`src/mvc_pkg.sv`:
```
// Shared types, codes and constants of the move-to-front scale key cache.
`default_nettype none
package mvc_pkg;

  // Table geometry and field widths
  localparam int TableDepth = 32;
  localparam int KeyW       = 16;
  localparam int StatusW    = 2;
  localparam int DepthOutW  = 5;
  localparam int EvictOutW  = 4;
  localparam int OccOutW    = 6;
  localparam int MinScaleW  = 16;
  localparam int LimitW     = 6;
  localparam int BatchW     = 4;

  // Result status codes
  localparam logic [StatusW-1:0] StHitCurrent = 2'd0;
  localparam logic [StatusW-1:0] StHitMoved   = 2'd1;
  localparam logic [StatusW-1:0] StMiss       = 2'd2;
  localparam logic [StatusW-1:0] StReject     = 2'd3;

  // Register indexes (byte address 4*index)
  localparam logic [1:0] RegMinScale  = 2'd0;
  localparam logic [1:0] RegFullLimit = 2'd1;
  localparam logic [1:0] RegEvictBat  = 2'd2;

  // Register reset values
  localparam logic [MinScaleW-1:0] MinScaleRst  = 16'd13;
  localparam logic [LimitW-1:0]    FullLimitRst = 6'd30;
  localparam logic [BatchW-1:0]    EvictBatRst  = 4'd8;

  typedef struct packed {
    logic [MinScaleW-1:0] min_scale;
    logic [LimitW-1:0]    full_limit;
    logic [BatchW-1:0]    evict_batch;
  } cfg_t;

endpackage
`default_nettype wire

```
`src/mvc_cell.sv`:
```
// One cell of the key row: holds a key, compares it, shifts from its neighbor.
`default_nettype none
module mvc_cell #(
  parameter int KeyWidth = 16
) (
  input  wire logic                clk_i,
  input  wire logic                shift_i,
  input  wire logic [KeyWidth-1:0] prev_key_i,
  input  wire logic [KeyWidth-1:0] search_key_i,
  output logic      [KeyWidth-1:0] key_o,
  output logic                     match_o
);

  logic [KeyWidth-1:0] key_q;
  logic                match_q;

  // Take the neighbor's key on a shift, else hold
  always_ff @(posedge clk_i) begin
    if (shift_i) begin
      key_q <= prev_key_i;
    end
  end

  // Register the compare against the search key
  always_ff @(posedge clk_i) begin
    match_q <= (key_q == search_key_i);
  end

  assign key_o   = key_q;
  assign match_o = match_q;

endmodule
`default_nettype wire

```
`src/mvc_cfg.sv`:
```
// APB register file: minimum scale, full limit and eviction batch.
`default_nettype none
module mvc_cfg (
  input  wire logic        clk_i,
  input  wire logic        rst_ni,
  input  wire logic        psel,
  input  wire logic        penable,
  input  wire logic        pwrite,
  input  wire logic [3:0]  paddr,
  input  wire logic [31:0] pwdata,
  output logic      [31:0] prdata,
  output logic             pready,
  output mvc_pkg::cfg_t    cfg_o
);
  import mvc_pkg::*;

  cfg_t cfg_q;
  logic wr_en;

  assign pready = 1'b1;
  assign wr_en  = psel & penable & pwrite & pready;

  // Write the addressed register
  always_ff @(posedge clk_i or negedge rst_ni) begin
    if (!rst_ni) begin
      cfg_q.min_scale   <= MinScaleRst;
      cfg_q.full_limit  <= FullLimitRst;
      cfg_q.evict_batch <= EvictBatRst;
    end else if (wr_en) begin
      case (paddr[3:2])
        RegMinScale:  cfg_q.min_scale   <= pwdata[MinScaleW-1:0];
        RegFullLimit: cfg_q.full_limit  <= pwdata[LimitW-1:0];
        RegEvictBat:  cfg_q.evict_batch <= pwdata[BatchW-1:0];
        default: ;
      endcase
    end
  end

  // Read back the addressed register
  always_comb begin
    case (paddr[3:2])
      RegMinScale:  prdata = 32'(cfg_q.min_scale);
      RegFullLimit: prdata = 32'(cfg_q.full_limit);
      RegEvictBat:  prdata = 32'(cfg_q.evict_batch);
      default:      prdata = 32'd0;
    endcase
  end

  assign cfg_o = cfg_q;

endmodule
`default_nettype wire

```
`src/mru_view_cache_with_batch_evict_core.sv`:
```
// Top level of the move-to-front scale key cache with batch eviction.
//
//  channel   dir  handshake                 content
//  s_axis    in   s_axis_tvalid/tready      request: scale_w, scale_h
//  m_axis    out  m_axis_tvalid/tready      result: status, depth, evicted, occupancy
//  apb       in   psel & penable & pwrite   min_scale, full_limit, evict_batch
//
// A request passes a compare state, which registers the compare of the key against
// every cell of the row, and an update state, which resolves the newest match and
// shifts the row. The next request is taken in the update state when the result
// register is free, so a request is never taken while one is being compared. A
// result waiting on m_axis_tready holds the row and the request in the update
// state. Reset empties the table at once; the keys themselves are not cleared.
`default_nettype none
module mru_view_cache_with_batch_evict_core #(
  parameter int Depth = mvc_pkg::TableDepth
) (
  input  wire logic        clk_i,
  input  wire logic        rst_ni,
  // request: [15:0] scale_w, [31:16] scale_h
  input  wire logic        s_axis_tvalid,
  output logic             s_axis_tready,
  input  wire logic [31:0] s_axis_tdata,
  // result: [1:0] status, [6:2] found_depth, [10:7] evicted_count,
  //         [16:11] occupancy, [23:17] zero
  output logic             m_axis_tvalid,
  input  wire logic        m_axis_tready,
  output logic      [23:0] m_axis_tdata,
  input  wire logic        psel,
  input  wire logic        penable,
  input  wire logic        pwrite,
  input  wire logic [3:0]  paddr,
  input  wire logic [31:0] pwdata,
  output logic      [31:0] prdata,
  output logic             pready
);
  import mvc_pkg::*;

  localparam int IdxW = $clog2(Depth);
  localparam int CntW = $clog2(Depth + 1);
  localparam int LimW = (CntW > LimitW) ? CntW : LimitW;
  localparam int ExtW = CntW + BatchW;
  localparam int PosW = IdxW + DepthOutW;
  localparam int OccW = CntW + OccOutW;

  localparam logic [1:0] SIdle = 2'd0;
  localparam logic [1:0] SCmp  = 2'd1;
  localparam logic [1:0] SUpd  = 2'd2;

  cfg_t cfg;

  mvc_cfg u_cfg (
    .clk_i   (clk_i),
    .rst_ni  (rst_ni),
    .psel    (psel),
    .penable (penable),
    .pwrite  (pwrite),
    .paddr   (paddr),
    .pwdata  (pwdata),
    .prdata  (prdata),
    .pready  (pready),
    .cfg_o   (cfg)
  );

  logic [1:0]      state_q, state_d;
  logic [KeyW-1:0] key_q;
  logic [CntW-1:0] cnt_q, cnt_d;
  logic            top_cur_q, top_cur_d;
  logic            out_valid_q;
  logic [23:0]     out_data_q, out_data_d;

  logic            in_fire, out_free, upd_fire;
  logic [KeyW:0]   key_sum;

  logic [KeyW-1:0] cell_key [Depth];
  logic [Depth-1:0] match, vmask, hv, pre, first, shift;

  logic            reject, hit_cur, any_hit;
  logic [IdxW-1:0] pos;
  logic [PosW-1:0] pos_ext;
  logic [DepthOutW-1:0] depth_out;
  logic [LimW-1:0] limit;
  logic [BatchW-1:0] batch, drop;
  logic [CntW-1:0] cnt_after;
  logic [OccW-1:0] occ_ext;
  logic [StatusW-1:0] status;
  logic [EvictOutW-1:0] evicted;

  assign out_free      = !out_valid_q | m_axis_tready;
  assign upd_fire      = (state_q == SUpd) & out_free;
  assign s_axis_tready = (state_q == SIdle) | upd_fire;
  assign in_fire       = s_axis_tvalid & s_axis_tready;
  assign key_sum       = {1'b0, s_axis_tdata[15:0]} + {1'b0, s_axis_tdata[31:16]};

  // Row of key cells; cell 0 is the newest entry
  for (genvar i = 0; i < Depth; i++) begin : g_cell
    mvc_cell #(.KeyWidth(KeyW)) u_cell (
      .clk_i        (clk_i),
      .shift_i      (shift[i]),
      .prev_key_i   ((i == 0) ? key_q : cell_key[(i == 0) ? 0 : i-1]),
      .search_key_i (key_q),
      .key_o        (cell_key[i]),
      .match_o      (match[i])
    );
  end

  // Find the newest live match with a log-depth prefix OR
  always_comb begin
    for (int i = 0; i < Depth; i++) begin
      vmask[i] = (CntW'(i) < cnt_q);
    end
    hv  = match & vmask;
    pre = hv << 1;
    for (int l = 0; l < IdxW; l++) begin
      pre = pre | (pre << (1 << l));
    end
    first = hv & ~pre;
    pos   = '0;
    for (int i = 0; i < Depth; i++) begin
      if (first[i]) begin
        pos = pos | IdxW'(i);
      end
    end
  end

  // Decide the request outcome and the next table state
  always_comb begin
    reject   = key_q < cfg.min_scale;
    hit_cur  = top_cur_q && (cnt_q != '0) && match[0];
    any_hit  = |hv;
    pos_ext  = PosW'(pos);
    depth_out = (pos_ext > PosW'(31)) ? DepthOutW'(31) : pos_ext[DepthOutW-1:0];
    limit    = (LimW'(cfg.full_limit) < LimW'(Depth)) ? LimW'(cfg.full_limit)
                                                       : LimW'(Depth);
    batch    = (cfg.evict_batch == '0) ? BatchW'(1) : cfg.evict_batch;
    drop     = '0;
    if (LimW'(cnt_q) >= limit) begin
      drop = (ExtW'(batch) < ExtW'(cnt_q)) ? batch : cnt_q[BatchW-1:0];
    end
    cnt_after = cnt_q - CntW'(drop);
    shift     = '0;
    cnt_d     = cnt_q;
    top_cur_d = top_cur_q;
    status    = StMiss;
    evicted   = '0;
    if (reject) begin
      status    = StReject;
      top_cur_d = 1'b0;
    end else if (hit_cur) begin
      status = StHitCurrent;
    end else if (any_hit) begin
      status    = StHitMoved;
      shift     = ~pre;
      top_cur_d = 1'b1;
    end else begin
      status    = StMiss;
      shift     = '1;
      evicted   = drop;
      cnt_d     = (cnt_after < CntW'(Depth)) ? cnt_after + CntW'(1) : cnt_after;
      top_cur_d = 1'b1;
    end
    if (!upd_fire) begin
      shift     = '0;
      cnt_d     = cnt_q;
      top_cur_d = top_cur_q;
    end
    occ_ext    = OccW'(cnt_d);
    out_data_d = '0;
    out_data_d[1:0]   = status;
    out_data_d[6:2]   = (status == StHitMoved) ? depth_out : '0;
    out_data_d[10:7]  = evicted;
    out_data_d[16:11] = (occ_ext > OccW'(63)) ? OccOutW'(63) : occ_ext[OccOutW-1:0];
  end

  // Advance the request sequencer
  always_comb begin
    state_d = state_q;
    case (state_q)
      SIdle:   if (in_fire) state_d = SCmp;
      SCmp:    state_d = SUpd;
      SUpd:    if (in_fire) state_d = SCmp;
               else if (upd_fire) state_d = SIdle;
      default: state_d = SIdle;
    endcase
  end

  always_ff @(posedge clk_i or negedge rst_ni) begin
    if (!rst_ni) begin
      state_q     <= SIdle;
      cnt_q       <= '0;
      top_cur_q   <= 1'b0;
      out_valid_q <= 1'b0;
    end else begin
      state_q   <= state_d;
      cnt_q     <= cnt_d;
      top_cur_q <= top_cur_d;
      if (upd_fire) begin
        out_valid_q <= 1'b1;
      end else if (m_axis_tready) begin
        out_valid_q <= 1'b0;
      end
    end
  end

  // Latch the request key and the result
  always_ff @(posedge clk_i) begin
    if (in_fire) begin
      key_q <= key_sum[KeyW:1];
    end
    if (upd_fire) begin
      out_data_q <= out_data_d;
    end
  end

  assign m_axis_tvalid = out_valid_q;
  assign m_axis_tdata  = out_data_q;

  // Occupancy never exceeds the table
  a_cnt_bound: assert property (@(posedge clk_i) disable iff (!rst_ni)
    cnt_q <= CntW'(Depth))
    else $error("entry count above table depth");

  // A result appears only out of the update cycle
  a_out_src: assert property (@(posedge clk_i) disable iff (!rst_ni)
    $rose(m_axis_tvalid) |-> $past(state_q == SUpd))
    else $error("result without update");

  // Any key that is not rejected ends up in the newest cell
  a_top_key: assert property (@(posedge clk_i) disable iff (!rst_ni)
    upd_fire && !reject |=> cell_key[0] == $past(key_q))
    else $error("newest cell does not hold the request key");

  // A request is never taken during the compare cycle
  a_no_take: assert property (@(posedge clk_i) disable iff (!rst_ni)
    state_q == SCmp |-> !s_axis_tready)
    else $error("request taken while comparing");

endmodule
`default_nettype wire

```
`config.mk`:
```
export PLATFORM = sky130hd
export DESIGN_NAME = mru_view_cache_with_batch_evict_core
export DESIGN_NICKNAME = d
export VERILOG_FILES = /design/src/mvc_pkg.sv /design/src/mvc_cell.sv /design/src/mvc_cfg.sv /design/src/mru_view_cache_with_batch_evict_core.sv
export SDC_FILE = /design/constraint.sdc
export NUM_CORES = 1
export LEC_CHECK = 0
export BUFFER_PORTS_ARGS = -buffer_cell sky130_fd_sc_hd__buf_2
export CORE_MARGIN = 4
export CORE_UTILIZATION = 55
export CTS_CLUSTER_DIAMETER = 200
export DETAILED_ROUTE_END_ITERATION = 8
export PLACE_DENSITY_LB_ADDON = 0.2
export SYNTH_ARGS = -nofsm -noshare
export SYNTH_HDL_FRONTEND = slang
export SYNTH_SLANG_ARGS = --single-unit
```
`constraint.sdc`:
```
create_clock -name clk_i -period 4.8 [get_ports clk_i]
set_clock_uncertainty 0.1 [all_clocks]
set_input_delay 0.72 -clock clk_i [delete_from_list [all_inputs] [get_ports clk_i]]
set_output_delay 0.72 -clock clk_i [all_outputs]
set_load 0.01 [all_outputs]
```
==> flow_summary.ini, run 1 <==
[sta]
setup_violations = 0
tightest_slew_ns = 0.901
finalWorstPathRequiredPeriod_ns = 4.21
hold_viol = 0
layout_setup_ws_ns = 0.587
clock.fmax_mhz = 237
finalCritPeriodShare_pct = 87.8
hold_slack_ns = 0.113
slew_viol_final = 0
rsz0062_at_grt = no
setup_tns_ns = 0
maxSlewHeadroom_pct = 38.3

[clock_tree]
cts_max_path_buffers = 3
post_cts_buffers = 0
cts.sinks = 613
clockRootBuffer = clkbuf_16
cts_hold_buf = 0
clock_latency_ns = 0.63
cts_resized = 0
cts_buffers = 60
clk_pin_slew_ns = 0.06
htree_levels = 2
cts_tree = done

[placed_design]
dpl_cell_area_um2 = 29000
gp_congestion = 0.883
pre_cts_slack_ns = 0.622
portBuffers = 91
place_hpwl_mm = 40.5

[logic_synthesis]
synthFlopType = edfxtp_1
avgSynthCellArea_um2 = 14.2
synth_enable_flop_cells = 545
synth.top_cell.area_share_pct = 59.2
ys_seq_area_share_pct = 64.9
synth.area.top_cells = edfxtp_1 (59%), xnor2_1 (17%), nand4_1 (3.1%)
synth_area_um2 = 27600
yosysMostFrequentCell = edfxtp_1
yosysTopAreaCell = edfxtp_1
synthCells = 1951
synth-seq-cells = 613
async_flop_share_pct = 5.87
synthTopCellsByCount = edfxtp_1 (545), xnor2_1 (527), nand4_1 (135), nand2_1 (69), buf_1 (51)
yosysUniqueCellTypes = 81
ys.warnings.count = 0

[global_routing]
gr-max-usage-layer = met2
grt_use_met2_pct = 38.5
grt_util_met1_pct = 30.0
grt_pass1_vias = 16400
antenna_found_initial = 3
met3_usage_pct = 3.94
track_usage_pct = 22.5
grt_max_degree = 37
grt_overflow = 0
grt_pass1_wl_mm = 94.2

[critical_path]
worst_path_max_delay_cell = o31ai_1
crit_type = flop to flop
worstPathMaxFanout = 8
path_common_cell = a21o_1
cp.required_ns = 5.07
crit_chain = inv_1, ha_1, nand2b_1, a21o_1, a21o_1, a21o_1, a21o_1, a21oi_1, buf_4, or2_2, ha_1, nor2b_1, o21ai_0, a21boi_0, o31ai_1, and2_1, o21ai_0, mux2_4
critPathMaxStageDelay_ns = 0.42
start_kind = flop
crit_arrival_ns = 4.49
end_kind = flop

[final_layout]
post-route-util_pct = 62.6
seq_area_um2 = 17900
finalNetCount = 2186
stdcell_area_um2 = 30800
n_antenna_cell = 0
areaGrowthSynthToFinish_pct = 11.5
multi_input_area_um2 = 9190
fillCellCount = 3691
drive_above_1_share_pct = 13.9

[job]
drv_cap = 0

[routing]
vias = 15800
drt-wirelength-per-cell_um = 21.6
routed_wl_mm = 60.1
viasPerCell = 5.69
drt_iter0_drc = 1236
ant_nets = 0
drtPass1Iterations = 5
drc_errors = 0

[status]
outcome = finished clean

[power]
ir_drop_v = 0.000295
powerDensity_nw_per_um2 = 460
p_leak_uw = 0.0101

[floorplanning]
die_area_um2 = 53900
ios = 134
initial_core_util_pct = 56.1
fp.coreArea_um2 = 49300
dieWidth_um = 232
die_y_um = 232
core.rowCount = 81

[hold_path]
worst_hold_path_type = input port to async pin
power by group:
group / switching, uW / total [uW] / internal, uW
Sequential: 317 / 6740 / 6430
Clock: 1970 / 4500 / 2530
Combinational: 1750 / 2930 / 1180
Total: 4040 / 14200 / 10100
sequential cells by signal (all words and copies together) (netlist names):
signal / count
g_cell.u_cell.key_o: 512
g_cell.u_cell.match_o: 32
u_cfg.cfg_o: 26
m_axis_tdata: 17
key_q: 16
cnt_q: 6
state_q: 2
m_axis_tvalid: 1
top_cur_q: 1
final timing paths:
| path | endpoint | slack [ns] | from | cells after the start |
|---|---|---|---|---|
| min in group clk_i | u_cfg.cfg_o[18] | 0.21 | pwdata[8] | 3 |
| max in group asynchronous | u_cfg.cfg_o[1] | 3.94 | rst_ni | 1 |
| hold / removal | cnt_q[2] | 0.11 | rst_ni | 1 |
| hold reg to reg | g_cell[13].u_cell.key_o[6] | 0.36 | g_cell[12].u_cell.key_o[6] | 0 |
| setup / recovery | m_axis_tdata[16] | 0.59 | cnt_q[0] | 18 |
| setup reg to reg | m_axis_tdata[16] | 0.59 | cnt_q[0] | 18 |
worst max-delay path, delay by kind of cell (launching register included):
| family | cells | cell delay, ns |
|---|---|---|
| AO/OA/AOI/OAI | 9 | 1.73 |
| adder cells (fa/ha/maj) | 2 | 0.47 |
| buffers and inverters | 2 | 0.32 |
| flip-flops | 1 | 0.38 |
| multiplexers | 1 | 0.28 |
| AND/OR/NAND/NOR | 4 | 0.67 |
layout by cell type, fill, tap and decap left out, drive strengths merged, types with 37 or more instances in the layout:
cell type	Yosys	routed
buf	82	148
clkbuf	36	78
edfxtp	545	545
ha	44	44
inv	35	39
nand2	69	69
nand4	137	137
nor2	41	41
nor3	37	37
nor4	42	42
o21ai	47	47
xnor2	527	527
through the flow:
step	cells	power [uW]
6_report	2778	14200
5_1_grt	2778	14800
4_1_cts	2778	14200
3_5_place_dp	2667	9760
3_3_place_gp	2667	9660
2_1_floorplan	1973	8910
layer usage:
| layer | part of all wire [%] | vias to the layer above |
|---|---|---|
| met2 | 50 | 428 |
| met3 | 5.2 | 115 |
| met5 | 0.068 | - |
| met1 | 43 | 7944 |
| li1 | - | 7324 |
| met4 | 2.4 | 6 |
area by class of cell:
type | instances | area share [%]
tap | 664 | 2.70
clock buffer | 78 | 5.26
timing repair buffer | 148 | 2.87
clock inverter | 33 | 0.792
sequential | 613 | 58.1
inverter | 35 | 0.426
multi-input combinational | 1207 | 29.8
kinds of logic after synthesis:
logic type	share of synthesized area, %
AOI/OAI and AO/OA	4.29
muxes	1.08
xor gates and xnor gates	16.8
DFF	64.9
and+or+nand+nor	8.34
adders and majority gates	2.17
other	0.0272
buffers and inverters	2.47
Power figures use the tool's default switching activity.
==> inputs of run 2 (changes only) <==
--- a/config.mk
+++ b/config.mk
@@ -6,8 +6,10 @@
 export NUM_CORES = 1
 export LEC_CHECK = 0
 export BUFFER_PORTS_ARGS = -buffer_cell sky130_fd_sc_hd__buf_2
+export CELL_PAD_IN_SITES_DETAIL_PLACEMENT = 1
+export CELL_PAD_IN_SITES_GLOBAL_PLACEMENT = 1
 export CORE_MARGIN = 4
-export CORE_UTILIZATION = 55
+export CORE_UTILIZATION = 47
 export CTS_CLUSTER_DIAMETER = 200
 export DETAILED_ROUTE_END_ITERATION = 8
 export PLACE_DENSITY_LB_ADDON = 0.2
==> run 2 against run 1 <==
Effect of this change: cell count grew 4.0%; sequential cell count is the same; clock power grew 6.7%; non-clock buffer count is the same; register-to-register slack lost 0.11 ns; via count grew 1.9%; critical path depth shrank 2; sequential power is essentially flat; sequential share of layout area shrank 0.53 points; largest power group unchanged.
==> flow_summary.ini, run 2 (synthesis gave the netlist of run 1 again) <==
[sta]
rsz0062_at_grt = no
tightest_slew_ns = 1.01
finalWorstPathRequiredPeriod_ns = 4.32
setup_tns_ns = 0
slew_viol_final = 0
maxSlewHeadroom_pct = 32.5
hold_viol = 0
setup_violations = 0
finalCritPeriodShare_pct = 90.1
clock.fmax_mhz = 231
hold_slack_ns = 0.131

[critical_path]
critPathMaxStageDelay_ns = 0.43
worstRegToRegCells = 16
setup.worst_path.end = m_axis_tdata[16]
end_kind = flop
rrSetupSlack_ns = 0.48
start_kind = flop
crit_arrival_ns = 4.56
path_common_cell = o21ai_0
worst_path_max_delay_cell = o31ai_1
r2r-start = cnt_q[1]
worstPathMaxFanout = 8
crit_chain = buf_4, inv_1, ha_1, a21boi_0, o21ai_0, a21oi_1, mux2i_1, or2_2, ha_1, nor2b_1, o21ai_0, a21boi_0, o31ai_1, and2_1, o21ai_0, mux2_4
cp.required_ns = 5.04
crit_type = flop to flop
r2r-end = m_axis_tdata[16]
crit_start = cnt_q[1]

[placed_design]
gp_congestion = 0.853
dpl_cell_area_um2 = 29100
portBuffers = 91
place_inst = 2768
place_hpwl_mm = 47.2

[clock_tree]
cts_buffers = 67
cts_resized = 0
clockRootBuffer = clkbuf_16
htree_levels = 3
cts_tree = done
cts_hold_buf = 0
post_cts_buffers = 0
cts_max_path_buffers = 3
clk_pin_slew_ns = 0.06
cts.sinks = 613
clock_latency_ns = 0.60

[floorplanning]
die_y_um = 250
dieWidth_um = 250
core.rowCount = 88
ios = 134
die_area_um2 = 62700
fp.coreArea_um2 = 57900
initial_core_util_pct = 47.7

[power]
p_leak_uw = 0.0102
power_frac_seq_pct = 46.2
finalPower_uw = 14600
clockPowerShare_pct = 32.9
powerDensity_nw_per_um2 = 469
power.internal_uw = 10300
ir_drop_v = 0.000441
switchingPower_uw = 4260
p_comb_share_pct = 20.9
switching_share_pct = 29.2

[routing]
vias = 16100
routed_wl_mm = 69.5
ant_nets = 0
drtPass1Iterations = 7
drt_iter0_drc = 1080
drt-wirelength-per-cell_um = 24.1
viasPerCell = 5.58
drc_errors = 0

[hold_path]
worst_hold_path_type = input port to async pin

[status]
outcome = finished clean

[final_layout]
drive_above_1_share_pct = 14.2
stdcell_area_um2 = 31100
mostFrequentLayoutCells = edfxtp_1 (545), xnor2_1 (527), nand4_1 (135), buf_2 (91)
layout.cells.non_filler = 2888
areaGrowthSynthToFinish_pct = 12.6
fillCellCount = 5673
finalNetCount = 2193
final_common_cell = edfxtp_1
largest_reg_flops = 512

[global_routing]
grt_overflow = 0
track_usage_pct = 22.1
grt_pass1_wl_mm = 107
grt_pass1_vias = 17500
grt_max_degree = 37
antenna_found_initial = 4

[job]
drv_cap = 0
-- run 2: changes by cell type in the layout (fill, tap and decap cells not counted), sizes merged --
cell,before,now
bufinv,3,1
clkbuf,78,88
clkinv,23,22
inv,39,38
diode,0,3
-- run 2: per-layer routing --
metal / track usage, % / wire length (um) / up-vias
li1: - / - / 7329
met1: 27.9 / 28300 / 8262
met2: 39.0 / 36100 / 393
met3: 3.38 / 3210 / 134
met4: 7.47 / 1930 / 0
met5: 0 / 0 / -
-- run 2: worst min-delay path by stage --
stage,startpoint,end
3_3_place_gp,state_q[0],state_q[1]
5_1_grt,rst_ni,u_cfg.cfg_o[18]
3_5_place_dp,g_cell[10].u_cell.key_o[14],g_cell[11].u_cell.key_o[14]
2_1_floorplan,rst_ni,cnt_q[0]
4_1_cts,rst_ni,u_cfg.cfg_o[0]
6_report,rst_ni,u_cfg.cfg_o[18]
-- run 2: power groups by stage --
| stage | registers [uW] | clock network, uW | logic (uW) |
|---|---|---|---|
| 2_1_floorplan | 6750 | 0 | 2150 |
| 3_3_place_gp | 6830 | 0 | 2900 |
| 3_5_place_dp | 6860 | 0 | 3020 |
| 4_1_cts | 6750 | 4880 | 3050 |
| 5_1_grt | 6800 | 5150 | 3320 |
| 6_report | 6750 | 4800 | 3040 |
-- run 2: worst max-delay path: cells and delay by family (launching register included) --
| kind | cells | cell delay (ns) |
|---|---|---|
| buf+inv | 2 | 0.29 |
| flops | 1 | 0.38 |
| simple gates | 3 | 0.75 |
| fa+ha+maj | 2 | 0.55 |
| compound gates | 7 | 1.54 |
| mux | 2 | 0.46 |
-- run 2: stage by stage --
stage | utilization, % | worst slack [ns]
finish | 53.7 | 0.477
global route | 53.7 | 0.148
CTS | 53.7 | 0.478
detailed placement | 50.2 | 0.516
global placement | 50.2 | 0.577
floorplan | - | 0.224
-- run 2: final cells by class --
type                    count  area (um^2)  share of cell area [%]
diodes                      3         7.51                  0.0241
clock buffers              88         1820                    5.85
clock inverters            29          198                   0.636
inverters                  35          131                   0.422
multi-input cells        1207         9190                    29.5
flip-flops and latches    613        17900                    57.6
well taps                 765          957                    3.08
repair buffers            148          883                    2.84
==> inputs of run 3 (changes only) <==
--- a/config.mk
+++ b/config.mk
@@ -9,7 +9,7 @@
 export CELL_PAD_IN_SITES_DETAIL_PLACEMENT = 1
 export CELL_PAD_IN_SITES_GLOBAL_PLACEMENT = 1
 export CORE_MARGIN = 4
-export CORE_UTILIZATION = 47
+export CORE_UTILIZATION = 52
 export CTS_CLUSTER_DIAMETER = 200
 export DETAILED_ROUTE_END_ITERATION = 8
 export PLACE_DENSITY_LB_ADDON = 0.2
==> constraint.sdc (replaced) <==
create_clock -name clk_i -period 4.6 [get_ports clk_i]
set_clock_uncertainty 0.1 [all_clocks]
set_input_delay 0.69 -clock clk_i [delete_from_list [all_inputs] [get_ports clk_i]]
set_output_delay 0.69 -clock clk_i [all_outputs]
set_load 0.01 [all_outputs]
==> run 3 against run 2 <==
Effect of this change: sequential cell count is the same; combinational power grew 5%; non-clock buffer count is the same; critical path depth grew 1; global-route usage grew 2.9 points; critical path type unchanged; sequential share of layout area shrank 0.12 points; clock power grew 14%; first-iteration DRC count shrank 4.0%; worst setup slack lost 0.14 ns; register-to-register slack lost 0.14 ns.
==> flow_summary.ini, run 3 (synthesis gave the netlist of run 1 again) <==
[critical_path]
crit_chain = inv_1, ha_1, nand2b_1, a21o_1, a21o_1, a21o_1, a21o_1, a21oi_1, or2_2, ha_1, nor2b_1, o21ai_0, a21boi_0, o31ai_1, nand4_1, xor2_1, mux2_4
crit_arrival_ns = 4.52
cpLargestDelayFamily = compound AO/OA/AOI/OAI gates
end_kind = flop
r2r-end = m_axis_tdata[15]
start_kind = flop
setup.worst_path.end = m_axis_tdata[15]
rrSetupSlack_ns = 0.34
crit_start = cnt_q[0]
worst_path_max_delay_cell = o31ai_1
crit_type = flop to flop
path_buf_inv = 1
worstPathMaxFanout = 5
worstRegToRegCells = 17
r2r-start = cnt_q[0]
path_common_cell = a21o_1
crit_cells = 17
cp.required_ns = 4.86
critPathMaxStageDelay_ns = 0.44

[clock_tree]
cts_hold_buf = 0
cts_max_path_buffers = 3
cts.sinks = 613
post_cts_buffers = 0
clockRootBuffer = clkbuf_16
clk_pin_slew_ns = 0.06
cts_resized = 0
htree_levels = 2
cts_tree = done
clock_latency_ns = 0.62
cts_buffers = 60

[global_routing]
track_usage_pct = 25.0
grt_use_met2_pct = 44.9
grt_overflow = 0
gr-max-usage-layer = met2
grt_max_degree = 37
met3_usage_pct = 3.53
grt_pass1_wl_mm = 109
grt_util_met1_pct = 31.5
grt_pass1_vias = 18000
antenna_found_initial = 0

[sta]
maxSlewHeadroom_pct = 34.5
hold_viol = 0
layout_setup_ws_ns = 0.336
clock.fmax_mhz = 235
setup_tns_ns = 0
finalWorstPathRequiredPeriod_ns = 4.26
setup_violations = 0
slew_viol_final = 0
rsz0062_at_grt = no
tightest_slew_ns = 0.976
finalCritPeriodShare_pct = 92.7

[routing]
viasPerCell = 5.81
drc_errors = 0
drt-wirelength-per-cell_um = 25.4
ant_nets = 0
drtPass1Iterations = 6
routed_wl_mm = 71.1
drt_iter0_drc = 1037
vias = 16300

[floorplanning]
dieWidth_um = 239
fp.coreArea_um2 = 52600
ios = 134
initial_core_util_pct = 52.6
die_y_um = 239
core.rowCount = 84
die_area_um2 = 56900

[placed_design]
gp_congestion = 0.882
place_hpwl_mm = 47.6
portBuffers = 91
pre_cts_slack_ns = 0.363

[final_layout]
finalNetCount = 2186
largest_reg_flops = 512
drive_above_1_share_pct = 14.3
areaGrowthSynthToFinish_pct = 12.8
mostFrequentLayoutCells = edfxtp_1 (545), xnor2_1 (527), nand4_1 (135), buf_2 (91), nand2_1 (69)
n_antenna_cell = 0
final_common_cell = edfxtp_1

[job]
drv_cap = 0

[power]
switching_share_pct = 28.2
power.internal_uw = 11300
ir_drop_v = 0.000312
p_comb_share_pct = 20.3
switchingPower_uw = 4440
p_leak_uw = 0.0103
powerDensity_nw_per_um2 = 505
clockPowerShare_pct = 34.8
power_frac_seq_pct = 44.9

[hold_path]
worst_hold_path_type = input port to async pin

[status]
outcome = finished clean
## run 3: changes by cell type in the layout (fill, tap and decap cells not counted), moves of 3 or more
cell and change:
bufinv_16 +14, clkbuf_16 -8, clkbuf_8 +4, clkinv_1 -8
clkinvlp_4 -3, diode_2 -3, inv_6 -3
## run 3: final cells by class
| cell class | count | area (um^2) |
|---|---|---|
| fillers | 4949 | 21400 |
| flip-flops and latches | 613 | 17900 |
| multi-input cells | 1207 | 9190 |
| clock buffers | 86 | 1680 |
| repair buffers | 148 | 883 |
| well taps | 688 | 861 |
| clock inverters | 26 | 502 |
| inverters | 35 | 131 |
## run 3: metrics by stage
step	total power, uW	cells	util (%)	hold WS, ns	cell area (um^2)
3_5_place_dp	10300	2691	55.1	0.357	29000
6_report	15700	2803	59.3	0.104	31200
3_3_place_gp	10100	2691	55.1	0.342	29000
4_1_cts	15800	2803	59.3	0.100	31200
2_1_floorplan	9300	1973	-	0.294	27700
5_1_grt	16400	2803	59.3	0.160	31200
## run 3: power groups by stage
stage,clock network (uW),registers (uW),logic [uW]
floorplan,0,7050,2250
global placement,0,7150,2990
detailed placement,0,7180,3160
CTS,5550,7070,3210
global route,5780,7120,3470
finish,5480,7070,3200
## run 3: routing by layer
metal	routed length [um]	vias to the layer above
met1	28600	8394
met5	0	-
met4	2090	0
li1	-	7332
met2	37000	414
met3	3430	147
## run 3: worst min path at each step
stage | cells past startpoint | endpoint | slack, ns | startpoint
detailed placement | 0 | g_cell[20].u_cell.key_o[4] | 0.36 | g_cell[19].u_cell.key_o[4]
global placement | 1 | state_q[1] | 0.34 | state_q[0]
CTS | 1 | u_cfg.cfg_o[19] | 0.10 | rst_ni
global route | 1 | top_cur_q | 0.16 | rst_ni
floorplan | 0 | cnt_q[0] | 0.29 | rst_ni
finish | 1 | u_cfg.cfg_o[21] | 0.10 | rst_ni
## run 3: worst reg2reg max path: stages (launching register included)
cell,delay [ns]
dfrtp_1,0.38
inv_1,0.19
ha_1,0.27
nand2b_1,0.14
a21o_1,0.18
a21o_1,0.17
a21o_1,0.17
a21o_1,0.17
a21oi_1,0.17
or2_2,0.17
ha_1,0.23
nor2b_1,0.13
o21ai_0,0.21
a21boi_0,0.21
o31ai_1,0.44
nand4_1,0.21
xor2_1,0.19
mux2_4,0.29
